$ cat src/hw/rtl/sbce_pkg.sv
// Package for the serial boot command engine.
// Holds the shared constants, codes, state types and the job descriptor.
// Has no dependencies; every file of the block but sbce_if imports it.
package sbce_pkg;

    localparam int MAX_PAYLOAD = 32;
    localparam int NW = $clog2(MAX_PAYLOAD + 1);
    localparam int IW = $clog2(MAX_PAYLOAD);
    // The job queue depth must be a power of two.
    localparam int QDEPTH = 2;
    localparam int QAW = $clog2(QDEPTH);
    localparam int QCW = $clog2(QDEPTH + 1);
    localparam int HDR_WORDS = 8;

    localparam logic [7:0] HDR_LEN      = 8'h03;
    localparam logic [7:0] CMD_PING     = 8'h20;
    localparam logic [7:0] CMD_DOWNLOAD = 8'h21;
    localparam logic [7:0] CMD_STATUS   = 8'h23;
    localparam logic [7:0] CMD_SEND     = 8'h24;
    localparam logic [7:0] CMD_RESET    = 8'h25;
    localparam logic [7:0] ACK_CODE     = 8'hCC;
    localparam logic [7:0] NAK_CODE     = 8'h33;
    localparam logic [7:0] ST_OK        = 8'h40;
    localparam logic [7:0] ST_UNKNOWN   = 8'h41;
    localparam logic [7:0] ST_BAD_ARG   = 8'h42;
    localparam logic [7:0] ST_RANGE     = 8'h43;
    localparam logic [7:0] ST_FLASH     = 8'h44;

    typedef enum logic [1:0] {
        KIND_TX, KIND_ERASE, KIND_WRITE, KIND_RESET
    } t_kind;

    typedef enum logic [3:0] {
        PH_HELLO_LEN, PH_HELLO_SUM, PH_HELLO_CMD, PH_LEN, PH_SUM, PH_CMD,
        PH_DATA, PH_STATUS_WAIT, PH_HALT
    } t_phase;

    typedef enum logic [2:0] {
        OP_ACK, OP_NAK, OP_PING, OP_DL, OP_STATUS, OP_SEND, OP_RESET, OP_UNKNOWN
    } t_op;

    typedef enum logic [3:0] {
        B_IDLE, B_ERASE, B_WRITE, B_TX0, B_TX1, B_TXC, B_ST3, B_STA, B_STB, B_RST
    } t_bstate;

    typedef struct packed {
        t_op             op;
        logic            ok;
        logic [NW-1:0]   n;
        logic [31:0]     w0;
        logic [31:0]     w1;
    } t_job;

endpackage

$ cat src/hw/rtl/sbce_if.sv
// Channel interfaces of the serial boot command engine.
// Received bytes, result beats and configuration writes; no dependencies.
interface sbce_in_if;
    logic       valid;
    logic       ready;
    logic [7:0] rx_byte;
    logic       flash_ok;
    modport source (output valid, output rx_byte, output flash_ok, input ready);
    modport sink (input valid, input rx_byte, input flash_ok, output ready);
endinterface

interface sbce_out_if;
    logic        valid;
    logic        ready;
    logic [1:0]  out_kind;
    logic [7:0]  out_byte;
    logic [31:0] out_addr;
    logic [31:0] out_len;
    logic        out_last;
    modport source (output valid, output out_kind, output out_byte, output out_addr,
                    output out_len, output out_last, input ready);
    modport sink (input valid, input out_kind, input out_byte, input out_addr,
                  input out_len, input out_last, output ready);
endinterface

interface sbce_cfg_if;
    logic        valid;
    logic        ready;
    logic [31:0] data;
    modport source (output valid, output data, input ready);
    modport sink (input valid, input data, output ready);
endinterface

$ cat src/hw/rtl/sbce_queue.sv
// Small job queue between the packet front end and the command back end.
// Depends on sbce_pkg for the job descriptor and the queue depth.
module sbce_queue (
    input  logic          i_clk,
    input  logic          i_rst_n,
    input  logic          i_push,
    input  sbce_pkg::t_job i_job,
    input  logic          i_pop,
    output sbce_pkg::t_job o_job,
    output logic          o_full,
    output logic          o_empty
);
    import sbce_pkg::*;

    t_job            r_mem [QDEPTH];
    logic [QAW-1:0]  r_wr;
    logic [QAW-1:0]  r_rd;
    logic [QCW-1:0]  r_cnt;

    always_ff @(posedge i_clk) begin
        if (!i_rst_n) begin
            r_wr  <= '0;
            r_rd  <= '0;
            r_cnt <= '0;
        end else begin
            if (i_push) begin
                r_wr <= r_wr + 1'b1;
            end
            if (i_pop) begin
                r_rd <= r_rd + 1'b1;
            end
            if (i_push && !i_pop) begin
                r_cnt <= r_cnt + 1'b1;
            end else if (i_pop && !i_push) begin
                r_cnt <= r_cnt - 1'b1;
            end
        end
    end

    always_ff @(posedge i_clk) begin
        if (i_push) begin
            r_mem[r_wr] <= i_job;
        end
    end

    assign o_job   = r_mem[r_rd];
    assign o_full  = (r_cnt == QCW'(QDEPTH));
    assign o_empty = (r_cnt == '0);

endmodule

$ cat src/hw/rtl/sbce_front.sv
// Front end: hello sync, packet deframing, checksum and command decode.
// Depends on sbce_pkg and sbce_if; produces jobs and holds the payload buffer.
module sbce_front (
    input  logic           i_clk,
    input  logic           i_rst_n,
    sbce_in_if.sink        i_in,
    input  logic           i_q_full,
    input  logic           i_buf_busy,
    input  logic [sbce_pkg::IW-1:0] i_rd_idx,
    output logic [7:0]     o_rd_data,
    output logic           o_push,
    output sbce_pkg::t_job o_job
);
    import sbce_pkg::*;

    t_phase      r_phase, n_phase;
    logic [7:0]  r_len, n_len;
    logic [7:0]  r_sum, n_sum;
    logic [7:0]  r_cmd, n_cmd;
    logic [7:0]  r_count, n_count;
    logic [7:0]  r_acc, n_acc;
    logic [63:0] r_w, n_w;
    logic [7:0]  r_buf [MAX_PAYLOAD];

    logic        accept;
    logic [7:0]  b;
    logic        fin;
    logic        hello_ack;
    logic [7:0]  fin_cmd;
    logic [7:0]  fin_s;
    logic [63:0] fin_w;
    logic [7:0]  pay_n;
    logic        good;
    t_op         fin_op;

    assign b        = i_in.rx_byte;
    assign i_in.ready = !i_q_full && !((r_phase == PH_DATA) && i_buf_busy);
    assign accept   = i_in.valid && i_in.ready;
    assign pay_n    = r_len - HDR_LEN;

    // Decode of the beat that completes a frame or the hello sync.
    always_comb begin
        fin       = 1'b0;
        hello_ack = 1'b0;
        fin_cmd   = r_cmd;
        fin_s     = r_acc;
        fin_w     = r_w;
        if (accept) begin
            unique case (r_phase)
                PH_HELLO_CMD: begin
                    hello_ack = (b == CMD_PING);
                end
                PH_CMD: begin
                    fin_cmd = b;
                    fin_s   = b;
                    fin     = (r_len == HDR_LEN);
                end
                PH_DATA: begin
                    fin_s = r_acc + b;
                    if (r_count < 8'(HDR_WORDS)) begin
                        fin_w = {r_w[55:0], b};
                    end
                    fin = ({1'b0, r_count} + 9'd1) >= {1'b0, pay_n};
                end
                default: begin
                    fin = 1'b0;
                end
            endcase
        end
        good = (pay_n <= 8'(MAX_PAYLOAD)) && (fin_s == r_sum);
        if (!good) begin
            fin_op = OP_NAK;
        end else begin
            unique case (fin_cmd)
                CMD_PING:     fin_op = OP_PING;
                CMD_DOWNLOAD: fin_op = OP_DL;
                CMD_STATUS:   fin_op = OP_STATUS;
                CMD_SEND:     fin_op = OP_SEND;
                CMD_RESET:    fin_op = OP_RESET;
                default:      fin_op = OP_UNKNOWN;
            endcase
        end
    end

    // Next state.
    always_comb begin
        n_phase = r_phase;
        n_len   = r_len;
        n_sum   = r_sum;
        n_cmd   = r_cmd;
        n_count = r_count;
        n_acc   = r_acc;
        n_w     = r_w;
        if (accept) begin
            unique case (r_phase)
                PH_HELLO_LEN: begin
                    if (b == HDR_LEN) begin
                        n_phase = PH_HELLO_SUM;
                    end
                end
                PH_HELLO_SUM: begin
                    n_phase = (b == CMD_PING) ? PH_HELLO_CMD : PH_HELLO_LEN;
                end
                PH_HELLO_CMD: begin
                    n_phase = hello_ack ? PH_LEN : PH_HELLO_LEN;
                end
                PH_LEN: begin
                    if (b >= HDR_LEN) begin
                        n_len   = b;
                        n_phase = PH_SUM;
                    end
                end
                PH_SUM: begin
                    n_sum   = b;
                    n_phase = PH_CMD;
                end
                PH_CMD: begin
                    n_cmd   = b;
                    n_count = '0;
                    n_acc   = b;
                    n_phase = PH_DATA;
                end
                PH_DATA: begin
                    n_count = r_count + 8'd1;
                    n_acc   = fin_s;
                    n_w     = fin_w;
                end
                PH_STATUS_WAIT: begin
                    if (b != 8'h00) begin
                        n_phase = PH_LEN;
                    end
                end
                default: begin
                    n_phase = PH_HALT;
                end
            endcase
            if (fin) begin
                if (fin_op == OP_STATUS) begin
                    n_phase = PH_STATUS_WAIT;
                end else if (fin_op == OP_RESET) begin
                    n_phase = PH_HALT;
                end else begin
                    n_phase = PH_LEN;
                end
            end
        end
    end

    // Job output.
    always_comb begin
        o_push   = fin || hello_ack;
        o_job.op = hello_ack ? OP_ACK : fin_op;
        o_job.ok = i_in.flash_ok;
        o_job.n  = pay_n[NW-1:0];
        o_job.w0 = fin_w[63:32];
        o_job.w1 = fin_w[31:0];
    end

    always_ff @(posedge i_clk) begin
        if (!i_rst_n) begin
            r_phase <= PH_HELLO_LEN;
            r_len   <= '0;
            r_sum   <= '0;
            r_cmd   <= '0;
            r_count <= '0;
            r_acc   <= '0;
        end else begin
            r_phase <= n_phase;
            r_len   <= n_len;
            r_sum   <= n_sum;
            r_cmd   <= n_cmd;
            r_count <= n_count;
            r_acc   <= n_acc;
        end
    end

    always_ff @(posedge i_clk) begin
        r_w <= n_w;
        if (accept && (r_phase == PH_DATA) && (r_count < 8'(MAX_PAYLOAD))) begin
            r_buf[r_count[IW-1:0]] <= b;
        end
    end

    assign o_rd_data = r_buf[i_rd_idx];

endmodule

$ cat src/hw/rtl/sbce_back.sv
// Back end: runs queued jobs, emits one result beat per cycle when not stalled.
// Depends on sbce_pkg and sbce_if; reads the payload buffer of the front end.
module sbce_back (
    input  logic           i_clk,
    input  logic           i_rst_n,
    input  logic [31:0]    i_app_start_addr,
    input  sbce_pkg::t_job i_job,
    input  logic           i_q_empty,
    output logic           o_pop,
    output logic           o_writing,
    output logic [sbce_pkg::IW-1:0] o_rd_idx,
    input  logic [7:0]     i_rd_data,
    sbce_out_if.source     o_out
);
    import sbce_pkg::*;

    t_bstate       r_state, n_state;
    t_job          r_job, n_job;
    logic [7:0]    r_status, n_status;
    logic [7:0]    r_code, n_code;
    logic [31:0]   r_next_addr, n_next_addr;
    logic [31:0]   r_rem, n_rem;
    logic [31:0]   r_wr_addr, n_wr_addr;
    logic [NW-1:0] r_idx, n_idx;

    logic          r_valid;
    t_kind         r_kind;
    logic [7:0]    r_byte;
    logic [31:0]   r_addr;
    logic [31:0]   r_olen;
    logic          r_last;

    logic          load;
    logic          emit;
    t_kind         e_kind;
    logic [7:0]    e_byte;
    logic [31:0]   e_addr;
    logic [31:0]   e_len;
    logic          e_last;
    logic          fits;

    assign load      = !r_valid || o_out.ready;
    assign o_pop     = (r_state == B_IDLE) && !i_q_empty;
    assign o_writing = (r_state == B_WRITE);
    assign o_rd_idx  = r_idx[IW-1:0];
    assign fits      = r_rem >= 32'(i_job.n);

    // Next state.
    always_comb begin
        n_state     = r_state;
        n_job       = r_job;
        n_status    = r_status;
        n_code      = r_code;
        n_next_addr = r_next_addr;
        n_rem       = r_rem;
        n_wr_addr   = r_wr_addr;
        n_idx       = r_idx;
        unique case (r_state)
            B_IDLE: begin
                if (!i_q_empty) begin
                    n_job   = i_job;
                    n_code  = (i_job.op == OP_NAK) ? NAK_CODE : ACK_CODE;
                    n_state = B_TX0;
                    case (i_job.op)
                        OP_PING: n_status = ST_OK;
                        OP_UNKNOWN: n_status = ST_UNKNOWN;
                        OP_DL: begin
                            if (i_job.n != NW'(HDR_WORDS)) begin
                                n_status = ST_BAD_ARG;
                                n_rem    = '0;
                            end else if (i_job.w0 != '0) begin
                                n_next_addr = i_job.w0;
                                n_status    = ST_BAD_ARG;
                                n_rem       = '0;
                            end else begin
                                n_next_addr = i_app_start_addr;
                                n_status    = i_job.ok ? ST_OK : ST_FLASH;
                                n_rem       = i_job.ok ? i_job.w1 : '0;
                                n_state     = B_ERASE;
                            end
                        end
                        OP_SEND: begin
                            n_wr_addr = r_next_addr;
                            n_idx     = '0;
                            if (!fits) begin
                                n_status = ST_RANGE;
                            end else begin
                                n_status = i_job.ok ? ST_OK : ST_FLASH;
                                if (i_job.ok) begin
                                    n_rem       = r_rem - 32'(i_job.n);
                                    n_next_addr = r_next_addr + 32'(i_job.n);
                                end
                                if (i_job.n != '0) begin
                                    n_state = B_WRITE;
                                end
                            end
                        end
                        default: n_status = r_status;
                    endcase
                end
            end
            B_ERASE: if (load) n_state = B_TX0;
            B_WRITE: begin
                if (load) begin
                    n_idx     = r_idx + 1'b1;
                    n_wr_addr = r_wr_addr + 32'd1;
                    if (r_idx == r_job.n - 1'b1) begin
                        n_state = B_TX0;
                    end
                end
            end
            B_TX0: if (load) n_state = B_TX1;
            B_TX1: if (load) n_state = B_TXC;
            B_TXC: begin
                if (load) begin
                    if (r_job.op == OP_STATUS) begin
                        n_state = B_ST3;
                    end else if (r_job.op == OP_RESET) begin
                        n_state = B_RST;
                    end else begin
                        n_state = B_IDLE;
                    end
                end
            end
            B_ST3: if (load) n_state = B_STA;
            B_STA: if (load) n_state = B_STB;
            B_STB: if (load) n_state = B_IDLE;
            B_RST: if (load) n_state = B_IDLE;
            default: n_state = B_IDLE;
        endcase
    end

    // Result of the current state.
    always_comb begin
        emit   = 1'b1;
        e_kind = KIND_TX;
        e_byte = '0;
        e_addr = '0;
        e_len  = '0;
        e_last = 1'b0;
        unique case (r_state)
            B_IDLE: emit = 1'b0;
            B_ERASE: begin
                e_kind = KIND_ERASE;
                e_addr = r_next_addr;
                e_len  = r_job.w1;
            end
            B_WRITE: begin
                e_kind = KIND_WRITE;
                e_byte = i_rd_data;
                e_addr = r_wr_addr;
            end
            B_TX0, B_TX1: e_byte = '0;
            B_TXC: begin
                e_byte = r_code;
                e_last = !((r_job.op == OP_STATUS) || (r_job.op == OP_RESET));
            end
            B_ST3: e_byte = HDR_LEN;
            B_STA: e_byte = r_status;
            B_STB: begin
                e_byte = r_status;
                e_last = 1'b1;
            end
            B_RST: begin
                e_kind = KIND_RESET;
                e_last = 1'b1;
            end
            default: emit = 1'b0;
        endcase
    end

    always_ff @(posedge i_clk) begin
        if (!i_rst_n) begin
            r_state     <= B_IDLE;
            r_status    <= ST_OK;
            r_next_addr <= 32'hFFFF_FFFF;
            r_rem       <= '0;
            r_valid     <= 1'b0;
        end else begin
            r_state     <= n_state;
            r_status    <= n_status;
            r_next_addr <= n_next_addr;
            r_rem       <= n_rem;
            if (load) begin
                r_valid <= emit;
            end
        end
    end

    always_ff @(posedge i_clk) begin
        r_job     <= n_job;
        r_code    <= n_code;
        r_wr_addr <= n_wr_addr;
        r_idx     <= n_idx;
        if (load && emit) begin
            r_kind <= e_kind;
            r_byte <= e_byte;
            r_addr <= e_addr;
            r_olen <= e_len;
            r_last <= e_last;
        end
    end

    assign o_out.valid    = r_valid;
    assign o_out.out_kind = r_kind;
    assign o_out.out_byte = r_byte;
    assign o_out.out_addr = r_addr;
    assign o_out.out_len  = r_olen;
    assign o_out.out_last = r_last;

`ifndef SYNTHESIS
    a_write_in_range: assert property (@(posedge i_clk) disable iff (!i_rst_n)
        (r_state == B_WRITE) |-> (r_idx < r_job.n))
        else $error("write index beyond payload length");
    a_erase_only_dl: assert property (@(posedge i_clk) disable iff (!i_rst_n)
        (r_state == B_ERASE) |-> (r_job.op == OP_DL))
        else $error("erase issued for a job other than download");
    a_pop_starts_job: assert property (@(posedge i_clk) disable iff (!i_rst_n)
        o_pop |=> (r_state != B_IDLE))
        else $error("job taken from queue but not started");
`endif

endmodule

$ cat src/hw/rtl/serial_boot_command_engine.sv
// Serial boot command engine: a job passes the job queue, the back end state register and
// the result register before its first result, later while earlier jobs drain. A handled
// packet then produces one result beat per cycle while the receiver is ready: up to 35 for
// send-data. Throughput is one received beat per cycle, set by the front end deframer;
// a full two-entry job queue stalls all beats, queued jobs or writes stall payload beats.
// Reset is synchronous: hello sync restarts, status 0x40, next address all ones.
// Depends on sbce_pkg, sbce_if, sbce_queue, sbce_front and sbce_back.
module serial_boot_command_engine (
    input  logic       i_clk,
    input  logic       i_rst_n,
    sbce_in_if.sink    i_in,
    sbce_cfg_if.sink   i_cfg,
    sbce_out_if.source o_out
);
    import sbce_pkg::*;

    logic [31:0]   r_app_start_addr;
    logic          q_push;
    logic          q_pop;
    logic          q_full;
    logic          q_empty;
    logic          writing;
    t_job          push_job;
    t_job          head_job;
    logic [IW-1:0] rd_idx;
    logic [7:0]    rd_data;

    assign i_cfg.ready = 1'b1;

    always_ff @(posedge i_clk) begin
        if (!i_rst_n) begin
            r_app_start_addr <= '0;
        end else if (i_cfg.valid) begin
            r_app_start_addr <= i_cfg.data;
        end
    end

    sbce_front u_front (
        .i_clk      (i_clk),
        .i_rst_n    (i_rst_n),
        .i_in       (i_in),
        .i_q_full   (q_full),
        .i_buf_busy (writing || !q_empty),
        .i_rd_idx   (rd_idx),
        .o_rd_data  (rd_data),
        .o_push     (q_push),
        .o_job      (push_job)
    );

    sbce_queue u_queue (
        .i_clk   (i_clk),
        .i_rst_n (i_rst_n),
        .i_push  (q_push),
        .i_job   (push_job),
        .i_pop   (q_pop),
        .o_job   (head_job),
        .o_full  (q_full),
        .o_empty (q_empty)
    );

    sbce_back u_back (
        .i_clk            (i_clk),
        .i_rst_n          (i_rst_n),
        .i_app_start_addr (r_app_start_addr),
        .i_job            (head_job),
        .i_q_empty        (q_empty),
        .o_pop            (q_pop),
        .o_writing        (writing),
        .o_rd_idx         (rd_idx),
        .i_rd_data        (rd_data),
        .o_out            (o_out)
    );

endmodule

$ cat src/flat_wrapper.sv
// flat-port wrapper written by rule: the top's interface ports become plain ports
module serial_boot_command_engine_flat import sbce_pkg::*;
  (i_clk, i_rst_n, i_in_valid, i_in_rx_byte, i_in_flash_ok, i_in_ready, i_cfg_valid, i_cfg_data, i_cfg_ready, o_out_valid, o_out_out_kind, o_out_out_byte, o_out_out_addr, o_out_out_len, o_out_out_last, o_out_ready);
  sbce_in_if i_in_i ();
  sbce_cfg_if i_cfg_i ();
  sbce_out_if o_out_i ();
  input  logic i_clk;
  input  logic i_rst_n;
  input wire logic [$bits(i_in_i.valid)-1:0] i_in_valid;
  input wire logic [$bits(i_in_i.rx_byte)-1:0] i_in_rx_byte;
  input wire logic [$bits(i_in_i.flash_ok)-1:0] i_in_flash_ok;
  output wire logic [$bits(i_in_i.ready)-1:0] i_in_ready;
  input wire logic [$bits(i_cfg_i.valid)-1:0] i_cfg_valid;
  input wire logic [$bits(i_cfg_i.data)-1:0] i_cfg_data;
  output wire logic [$bits(i_cfg_i.ready)-1:0] i_cfg_ready;
  output wire logic [$bits(o_out_i.valid)-1:0] o_out_valid;
  output wire logic [$bits(o_out_i.out_kind)-1:0] o_out_out_kind;
  output wire logic [$bits(o_out_i.out_byte)-1:0] o_out_out_byte;
  output wire logic [$bits(o_out_i.out_addr)-1:0] o_out_out_addr;
  output wire logic [$bits(o_out_i.out_len)-1:0] o_out_out_len;
  output wire logic [$bits(o_out_i.out_last)-1:0] o_out_out_last;
  input wire logic [$bits(o_out_i.ready)-1:0] o_out_ready;
  assign i_in_i.valid = i_in_valid;
  assign i_in_i.rx_byte = i_in_rx_byte;
  assign i_in_i.flash_ok = i_in_flash_ok;
  assign i_in_ready = i_in_i.ready;
  assign i_cfg_i.valid = i_cfg_valid;
  assign i_cfg_i.data = i_cfg_data;
  assign i_cfg_ready = i_cfg_i.ready;
  assign o_out_valid = o_out_i.valid;
  assign o_out_out_kind = o_out_i.out_kind;
  assign o_out_out_byte = o_out_i.out_byte;
  assign o_out_out_addr = o_out_i.out_addr;
  assign o_out_out_len = o_out_i.out_len;
  assign o_out_out_last = o_out_i.out_last;
  assign o_out_i.ready = o_out_ready;
  serial_boot_command_engine u_core (.i_clk(i_clk), .i_rst_n(i_rst_n), .i_in(i_in_i), .i_cfg(i_cfg_i), .o_out(o_out_i));
endmodule
$ cat config.mk
export PLATFORM = sky130hd
export DESIGN_NAME = serial_boot_command_engine_flat
export DESIGN_NICKNAME = d
export VERILOG_FILES = /design/src/hw/rtl/sbce_pkg.sv /design/src/hw/rtl/sbce_if.sv /design/src/hw/rtl/sbce_queue.sv /design/src/hw/rtl/sbce_front.sv /design/src/hw/rtl/sbce_back.sv /design/src/hw/rtl/serial_boot_command_engine.sv /design/src/flat_wrapper.sv
export SDC_FILE = /design/constraint.sdc
export NUM_CORES = 1
export LEC_CHECK = 0
export ABC_AREA = 1
export BUFFER_PORTS_ARGS = -buffer_cell sky130_fd_sc_hd__clkbuf_2
export CORE_ASPECT_RATIO = 0.9
export CORE_MARGIN = 3
export CORE_UTILIZATION = 35
export CTS_CLUSTER_DIAMETER = 50
export CTS_CLUSTER_SIZE = 28
export DETAILED_ROUTE_END_ITERATION = 8
export SYNTH_ARGS = -nofsm -noshare
export SYNTH_HDL_FRONTEND = slang
export SYNTH_SLANG_ARGS = --single-unit
$ cat constraint.sdc
create_clock -name i_clk -period 4.1 [get_ports i_clk]
set_input_delay 0 -clock i_clk [delete_from_list [all_inputs] [get_ports i_clk]]
set_output_delay 0 -clock i_clk [all_outputs]
set_load 0.01 [all_outputs]
==> impl_metrics.json, run 1 <==
{
  "status": "complete, no violations",
  "synth_fa_ha_area_share_pct": 1.46,
  "die_h_um": 306,
  "critical_path.endpoint_type": "register",
  "start_util_pct": 35.4,
  "grt_pass1_wl_um": 148000,
  "port_buffers": 122,
  "synth-seq-cells": 782,
  "rsz0062_at_grt": "no",
  "core-area_um2": 98600,
  "gr-total-overflow": 0,
  "vdd_ir_drop_max_mv": 0.341,
  "drv_cap": 0,
  "cts_made_buffers": 95,
  "dp.cells": 4860,
  "synth.distinct_cells": 62,
  "rows": 109,
  "cts.htree.levels": 3,
  "grt_pass1_vias": 24300,
  "finalMaxSlewViolations": 0,
  "cp_max_fo": 65,
  "yosys.area.top_type": "edfxtp_1",
  "critPathKind": "reg2reg",
  "worst_pin_slew_ns": 1.01,
  "die-area_um2": 104000,
  "layout_common_cells": "nand2_1, edfxtp_1, nor2_1",
  "antenna_left": 0,
  "hold_viol": 0,
  "place_congestion": 0.893,
  "antenna_found_initial": 1,
  "synthMuxAreaShare_pct": 0.928,
  "die-width_um": 339,
  "fmax_ghz": 0.253,
  "firstDrtPassIters": 7,
  "finalSetupViolations": 0,
  "syn2layout_area_growth_pct": 18.2,
  "viasPerCell": 5.12,
  "grtUsageMet2_pct": 27.2,
  "hold_class": "in2reg",
  "yosys.area_share.simple_pct": 16.8,
  "wl_um": 97400,
  "power_density_nw_per_um2": 581,
  "synth_xor_area_share_pct": 1.15,
  "synth-compound-area-share_pct": 11.3,
  "grt_util_met3_pct": 4.20,
  "crit_arrival_ns": 4.55,
  "crit_required_ns": 4.70,
  "wl_per_cell_um": 19.1,
  "insertion_delay_ns": 0.69,
  "grt_usage_pct": 18.3,
  "nFillCells": 9477,
  "synth_nets": 3574,
  "fin_cells": 5104,
  "nets": 3775,
  "cts_tree": "yes",
  "slew_headroom_pct": 31.8,
  "synth.area.top_cells": "edfxtp_1, dfxtp_1, nand2_1",
  "path_clk_slew_ns": 0.07,
  "netlist_area_um2": 34900,
  "crit_path_start_kind": "register",
  "worst_clock_skew_ns": 0.0594,
  "cts_sinks": 782,
  "root_buffer": "clkbuf_16",
  "async_reset_ff_share_pct": 0,
  "grt_start_max_net_pins": 129,
  "vias": 26100,
  "syn_avg_cell_area_um2": 10.0,
  "synthCells": 3489,
  "dp.final_hpwl_um": 64800,
  "fin_tns_setup_ns": 0,
  "synth_edf_count": 624,
  "layout_commonest_cell": "nand2_1",
  "drive_gt1_share_pct": 11.4,
  "p_leak_nw": 16.2,
  "antenna_cells": 0,
  "drt_iter0_drc": 2332,
  "busiest_layer": "met2",
  "drc": 0,
  "met1_usage_pct": 27.1,
  "clk_path_buf_depth": 3,
  "ys.warnings.count": 0,
  "ys_seq_area_share_pct": 62.7,
  "post-route-period-util_pct": 96.3,
  "ys.flop_type": "edfxtp_1",
  "io-pin-count": 124,
  "synth_top_family_by_area": "simple AND/OR/NAND/NOR gates",
  "period_needed_ns": 3.95,
  "synth_top_area_share_pct": 53.6
}
-- metal layers --
metal | part of all wire (%) | vias up
met2 | 43 | 916
met1 | 47 | 12500
li1 | - | 12600
met5 | 0 | -
met4 | 2.2 | 0
met3 | 8.1 | 139
-- state kept, by name, indices dropped and copies added (netlist names), 3 cells and up, named ones only --
register / count
u_core.u_front.r_len: 8
u_core.u_queue.r_mem: 148
u_core.u_front.r_count: 8
u_core.u_back.o_out.out_addr: 32
u_core.u_back.r_status: 3
u_core.u_back.r_next_addr: 32
u_core.u_back.r_rem: 32
u_core.u_back.o_out.out_len: 32
u_core.u_back.r_state: 4
u_core.u_back.r_job: 41
u_core.u_front.r_acc: 8
u_core.u_front.r_w: 64
u_core.u_back.r_wr_addr: 32
u_core.u_back.o_out.out_byte: 8
u_core.u_front.r_phase: 4
u_core.r_app_start_addr: 32
u_core.u_back.r_idx: 6
u_core.u_front.r_cmd: 8
u_core.u_front.r_sum: 8
u_core.u_front.r_buf: 256
-- critical path, stage by stage, from the launching register on --
cell	delay, ns
dfxtp_2	0.43
buf_6	0.54
mux2i_1	0.43
nand4_1	0.23
nor4_2	0.36
nand2_2	0.35
buf_4	0.29
o21ai_0	0.79
nand2_1	0.14
nand2_1	0.11
nand2_1	0.05
o211ai_1	0.08
-- Yosys cell counts (5+ instances only) --
cell,count
o31ai_1,7
nand3_1,214
o21ai_1,12
mux2_1,5
o22ai_1,13
a21oi_1,154
o221ai_1,70
edfxtp_1,624
nor4_1,16
dfxtp_1,158
nand2_1,657
xor2_1,33
mux2i_1,20
nor3_1,39
buf_2,20
inv_1,322
o211ai_1,46
a31oi_1,5
inv_2,10
xnor2_1,13
mux2_2,6
clkbuf_1,125
buf_4,7
ha_1,36
or2_1,10
nand4_1,36
nor2_1,400
nor2_2,6
buf_6,7
clkinv_1,7
or2_2,11
o21ai_0,357
-- through the flow --
| step | hold WS, ns | util, % | area (um^2) | setup slack [ns] | power (mW) |
|---|---|---|---|---|---|
| 5_1_grt | 0.0183 | 41.9 | 41300 | 0.0250 | 25.1 |
| 2_1_floorplan | 0.0989 | - | 34900 | 0.213 | 13.2 |
| 4_1_cts | 0.0183 | 41.9 | 41300 | 0.0420 | 24.1 |
| 3_5_place_dp | 0.234 | 37.7 | 37200 | 0.123 | 15.2 |
| 3_3_place_gp | 0.235 | 37.7 | 37200 | 0.101 | 15.1 |
| 6_report | 0.0580 | 41.9 | 41300 | 0.153 | 24.0 |
-- path summary, 6_finish.rpt --
path / from / end / slack, ns / cells after the start
worst min register to register: u_core.u_queue.r_rd / register / 0.45 / 1
worst max register to register: register / u_core.u_back.r_next_addr[28] / 0.15 / 11
worst min-delay path: i_in_rx_byte[6] / u_core.u_front.r_buf[22][6] / 0.06 / 1
worst max-delay path: register / u_core.u_back.r_next_addr[28] / 0.15 / 11
-- logic make-up (layout without fill, tap and decap cells) --
logic type,count (synthesis),count (layout)
muxes,31,31
other,1,1
adders and majority gates,39,39
AOI/OAI and AO/OA,685,685
DFF,782,782
xor gates and xnor gates,46,46
and+or+nand+nor,1404,1404
buffers and inverters,501,784
-- repair_timing --
action / in CTS / in global routing
buffers inserted: 0 / 0
hold buffers: 65 / 0
endpoints found under the setup margin: 0 / 110
resized for setup: 0 / 13
hold endpoints to repair: 106 / 0
-- report_power, final --
group          internal (mW)  switching [mW]
clock network           5.02            3.85
logic                   1.54            3.73
registers               9.52           0.322
total                   16.1            7.89
-- layout make-up --
class | instances | area, um^2 | share of cell area (%)
sequential | 782 | 21900 | 53.0
multi-input combinational | 2206 | 11100 | 26.8
clock buffer | 104 | 2460 | 5.96
timing repair buffer | 266 | 1950 | 4.72
tap | 1332 | 1670 | 4.04
inverter | 339 | 1280 | 3.11
clock inverter | 75 | 947 | 2.29
Power figures use the tool's default switching activity.
==> run 2: changes to the inputs <==
--- a/config.mk
+++ b/config.mk
@@ -7,7 +7,7 @@
 export LEC_CHECK = 0
 export ABC_AREA = 1
 export BUFFER_PORTS_ARGS = -buffer_cell sky130_fd_sc_hd__clkbuf_2
-export CORE_ASPECT_RATIO = 0.9
+export CORE_ASPECT_RATIO = 1.2
 export CORE_MARGIN = 3
 export CORE_UTILIZATION = 35
 export CTS_CLUSTER_DIAMETER = 50
==> impl_metrics.json, run 2 (synthesis gave the netlist of run 1 again) <==
{
  "grt_start_max_net_pins": 87,
  "die-area_um2": 104000,
  "syn2layout_area_growth_pct": 16.7,
  "cts.htree.levels": 3,
  "layout_commonest_cell": "nand2_1",
  "fin_cells": 5036,
  "slowest_stage": "dfxtp_1",
  "viasPerCell": 5.17,
  "port_buffers": 122,
  "cp_max_fo": 64,
  "fin_area_um2": 40800,
  "seqCellArea_um2": 21900,
  "postPlaceCellArea_um2": 37200,
  "gr-total-overflow": 0,
  "fmax_ghz": 0.267,
  "drc": 0,
  "grt_usage_pct": 17.9,
  "critical_path.endpoint_type": "register",
  "crit_required_ns": 4.44,
  "finalSetupViolations": 0,
  "die_h_um": 352,
  "multiInputGateArea_um2": 11100,
  "crit_path_start_kind": "register",
  "antenna_found_initial": 6,
  "layout_common_cells": "nand2_1, edfxtp_1, nor2_1",
  "grt_pass1_vias": 24600,
  "finalMaxSlewViolations": 0,
  "whs_ns": 0.0428,
  "slowest_delay_ns": 0.44,
  "nFillCells": 9435,
  "worst_clock_skew_ns": 0.0518,
  "largest_register_ffs": 256,
  "nets": 3776,
  "wl_um": 95200,
  "clk_path_buf_depth": 3,
  "root_buffer": "clkbuf_16",
  "die-width_um": 294,
  "drv_cap": 0,
  "vdd_ir_drop_max_mv": 0.384,
  "drive_gt1_share_pct": 10.9,
  "hold_viol": 0,
  "hold_class": "in2reg",
  "vias": 26000,
  "place_congestion": 0.869,
  "post-route-period-util_pct": 91.3,
  "core-area_um2": 98700,
  "rsz0062_at_grt": "no",
  "firstDrtPassIters": 5,
  "cts_made_buffers": 76,
  "path_cells": "ha_1, nand2_1, nor2_1, nand2_1, xor2_1, inv_1, ha_1, nand3_1, nor2_1, a221oi_1, o21ai_0, nand2_1, nand2_1, nand2_1, nand2_1, inv_1, nand2_1, nand2_1, clkinvlp_4, buf_12",
  "dp.final_hpwl_um": 63000,
  "worst_slack_ns": 0.356,
  "critPathKind": "reg2reg",
  "status": "complete, no violations",
  "crit_top_cell": "nand2_1",
  "power_mw": 22.8,
  "io-pin-count": 124,
  "p_leak_nw": 16.0,
  "worst_pin_slew_ns": 1.08,
  "cp_top_family": "simple AND/OR/NAND/NOR gates",
  "post-cts-setup-buffers": 0,
  "critPathBufInv": 4,
  "dpl_worst_slack_ns": 0.296,
  "drt_iter0_drc": 2391,
  "crit_arrival_ns": 4.09,
  "insertion_delay_ns": 0.65,
  "path_clk_slew_ns": 0.07,
  "slew_headroom_pct": 28.0,
  "period_needed_ns": 3.74,
  "rows": 126,
  "wl_per_cell_um": 18.9,
  "antenna_left": 0,
  "power_density_nw_per_um2": 558,
  "dp.cells": 4818,
  "fin_tns_setup_ns": 0,
  "cts_sinks": 782,
  "start_util_pct": 35.4,
  "cts_tree": "yes",
  "final_util_pct": 41.3,
  "grt_pass1_wl_um": 145000
}
run 2: cell count changes in the layout (fill, tap and decap cells not counted), sizes merged:
cell | before | now
diode | 0 | 1
bufinv | 7 | 3
clkbuf | 226 | 202
inv | 365 | 368
buf | 79 | 90
clkinv | 32 | 25
dlygate4sd3 | 65 | 75
clkinvlp | 10 | 4
run 2: what timing repair did:
action,in CTS,in global routing
hold buffers,75,0
resized for setup,0,3
hold endpoints to repair,139,0
endpoints found under the setup margin,0,12
run 2: path summary, 6_finish.rpt:
check                       startpoint                           to  slack, ns  cells past startpoint
max          u_core.u_front.r_count[0]  u_core.u_queue.r_mem[0][19]       0.36                     20
max reg2reg  u_core.u_front.r_count[0]  u_core.u_queue.r_mem[0][19]       0.36                     20
min reg2reg        u_core.u_queue.r_rd                     register       0.46                      1
min                        o_out_ready    u_core.u_back.o_out.valid       0.04                      4
run 2: routing by layer:
metal,vias up,global-route usage (%),part of all wire [%]
li1,12500,-,-
met1,12600,24.8,45
met2,735,29.2,47
met3,146,2.55,6.0
met4,4,5.37,2.5
met5,-,0,0.027
run 2: power breakdown:
| group | total, mW | switching (mW) | internal, mW |
|---|---|---|---|
| Sequential | 9.89 | 0.385 | 9.51 |
| Clock | 7.64 | 3.64 | 3.99 |
| Combinational | 5.22 | 3.67 | 1.55 |
| Total | 22.8 | 7.70 | 15.1 |
run 2: cell type report:
type	count	area share [%]
multi-input combinational	2206	27.2
sequential	782	53.8
inverter	339	3.15
timing repair buffer	286	5.12
antenna	1	0.00614
clock buffer	81	4.82
clock inverter	61	2.03
tap	1280	3.93
run 2: tightest hold or removal path, stage by stage:
cell and delay [ns]:
clkbuf_2 0.07, nor2_1 0.13, o21ai_0 0.35, inv_1 0.07
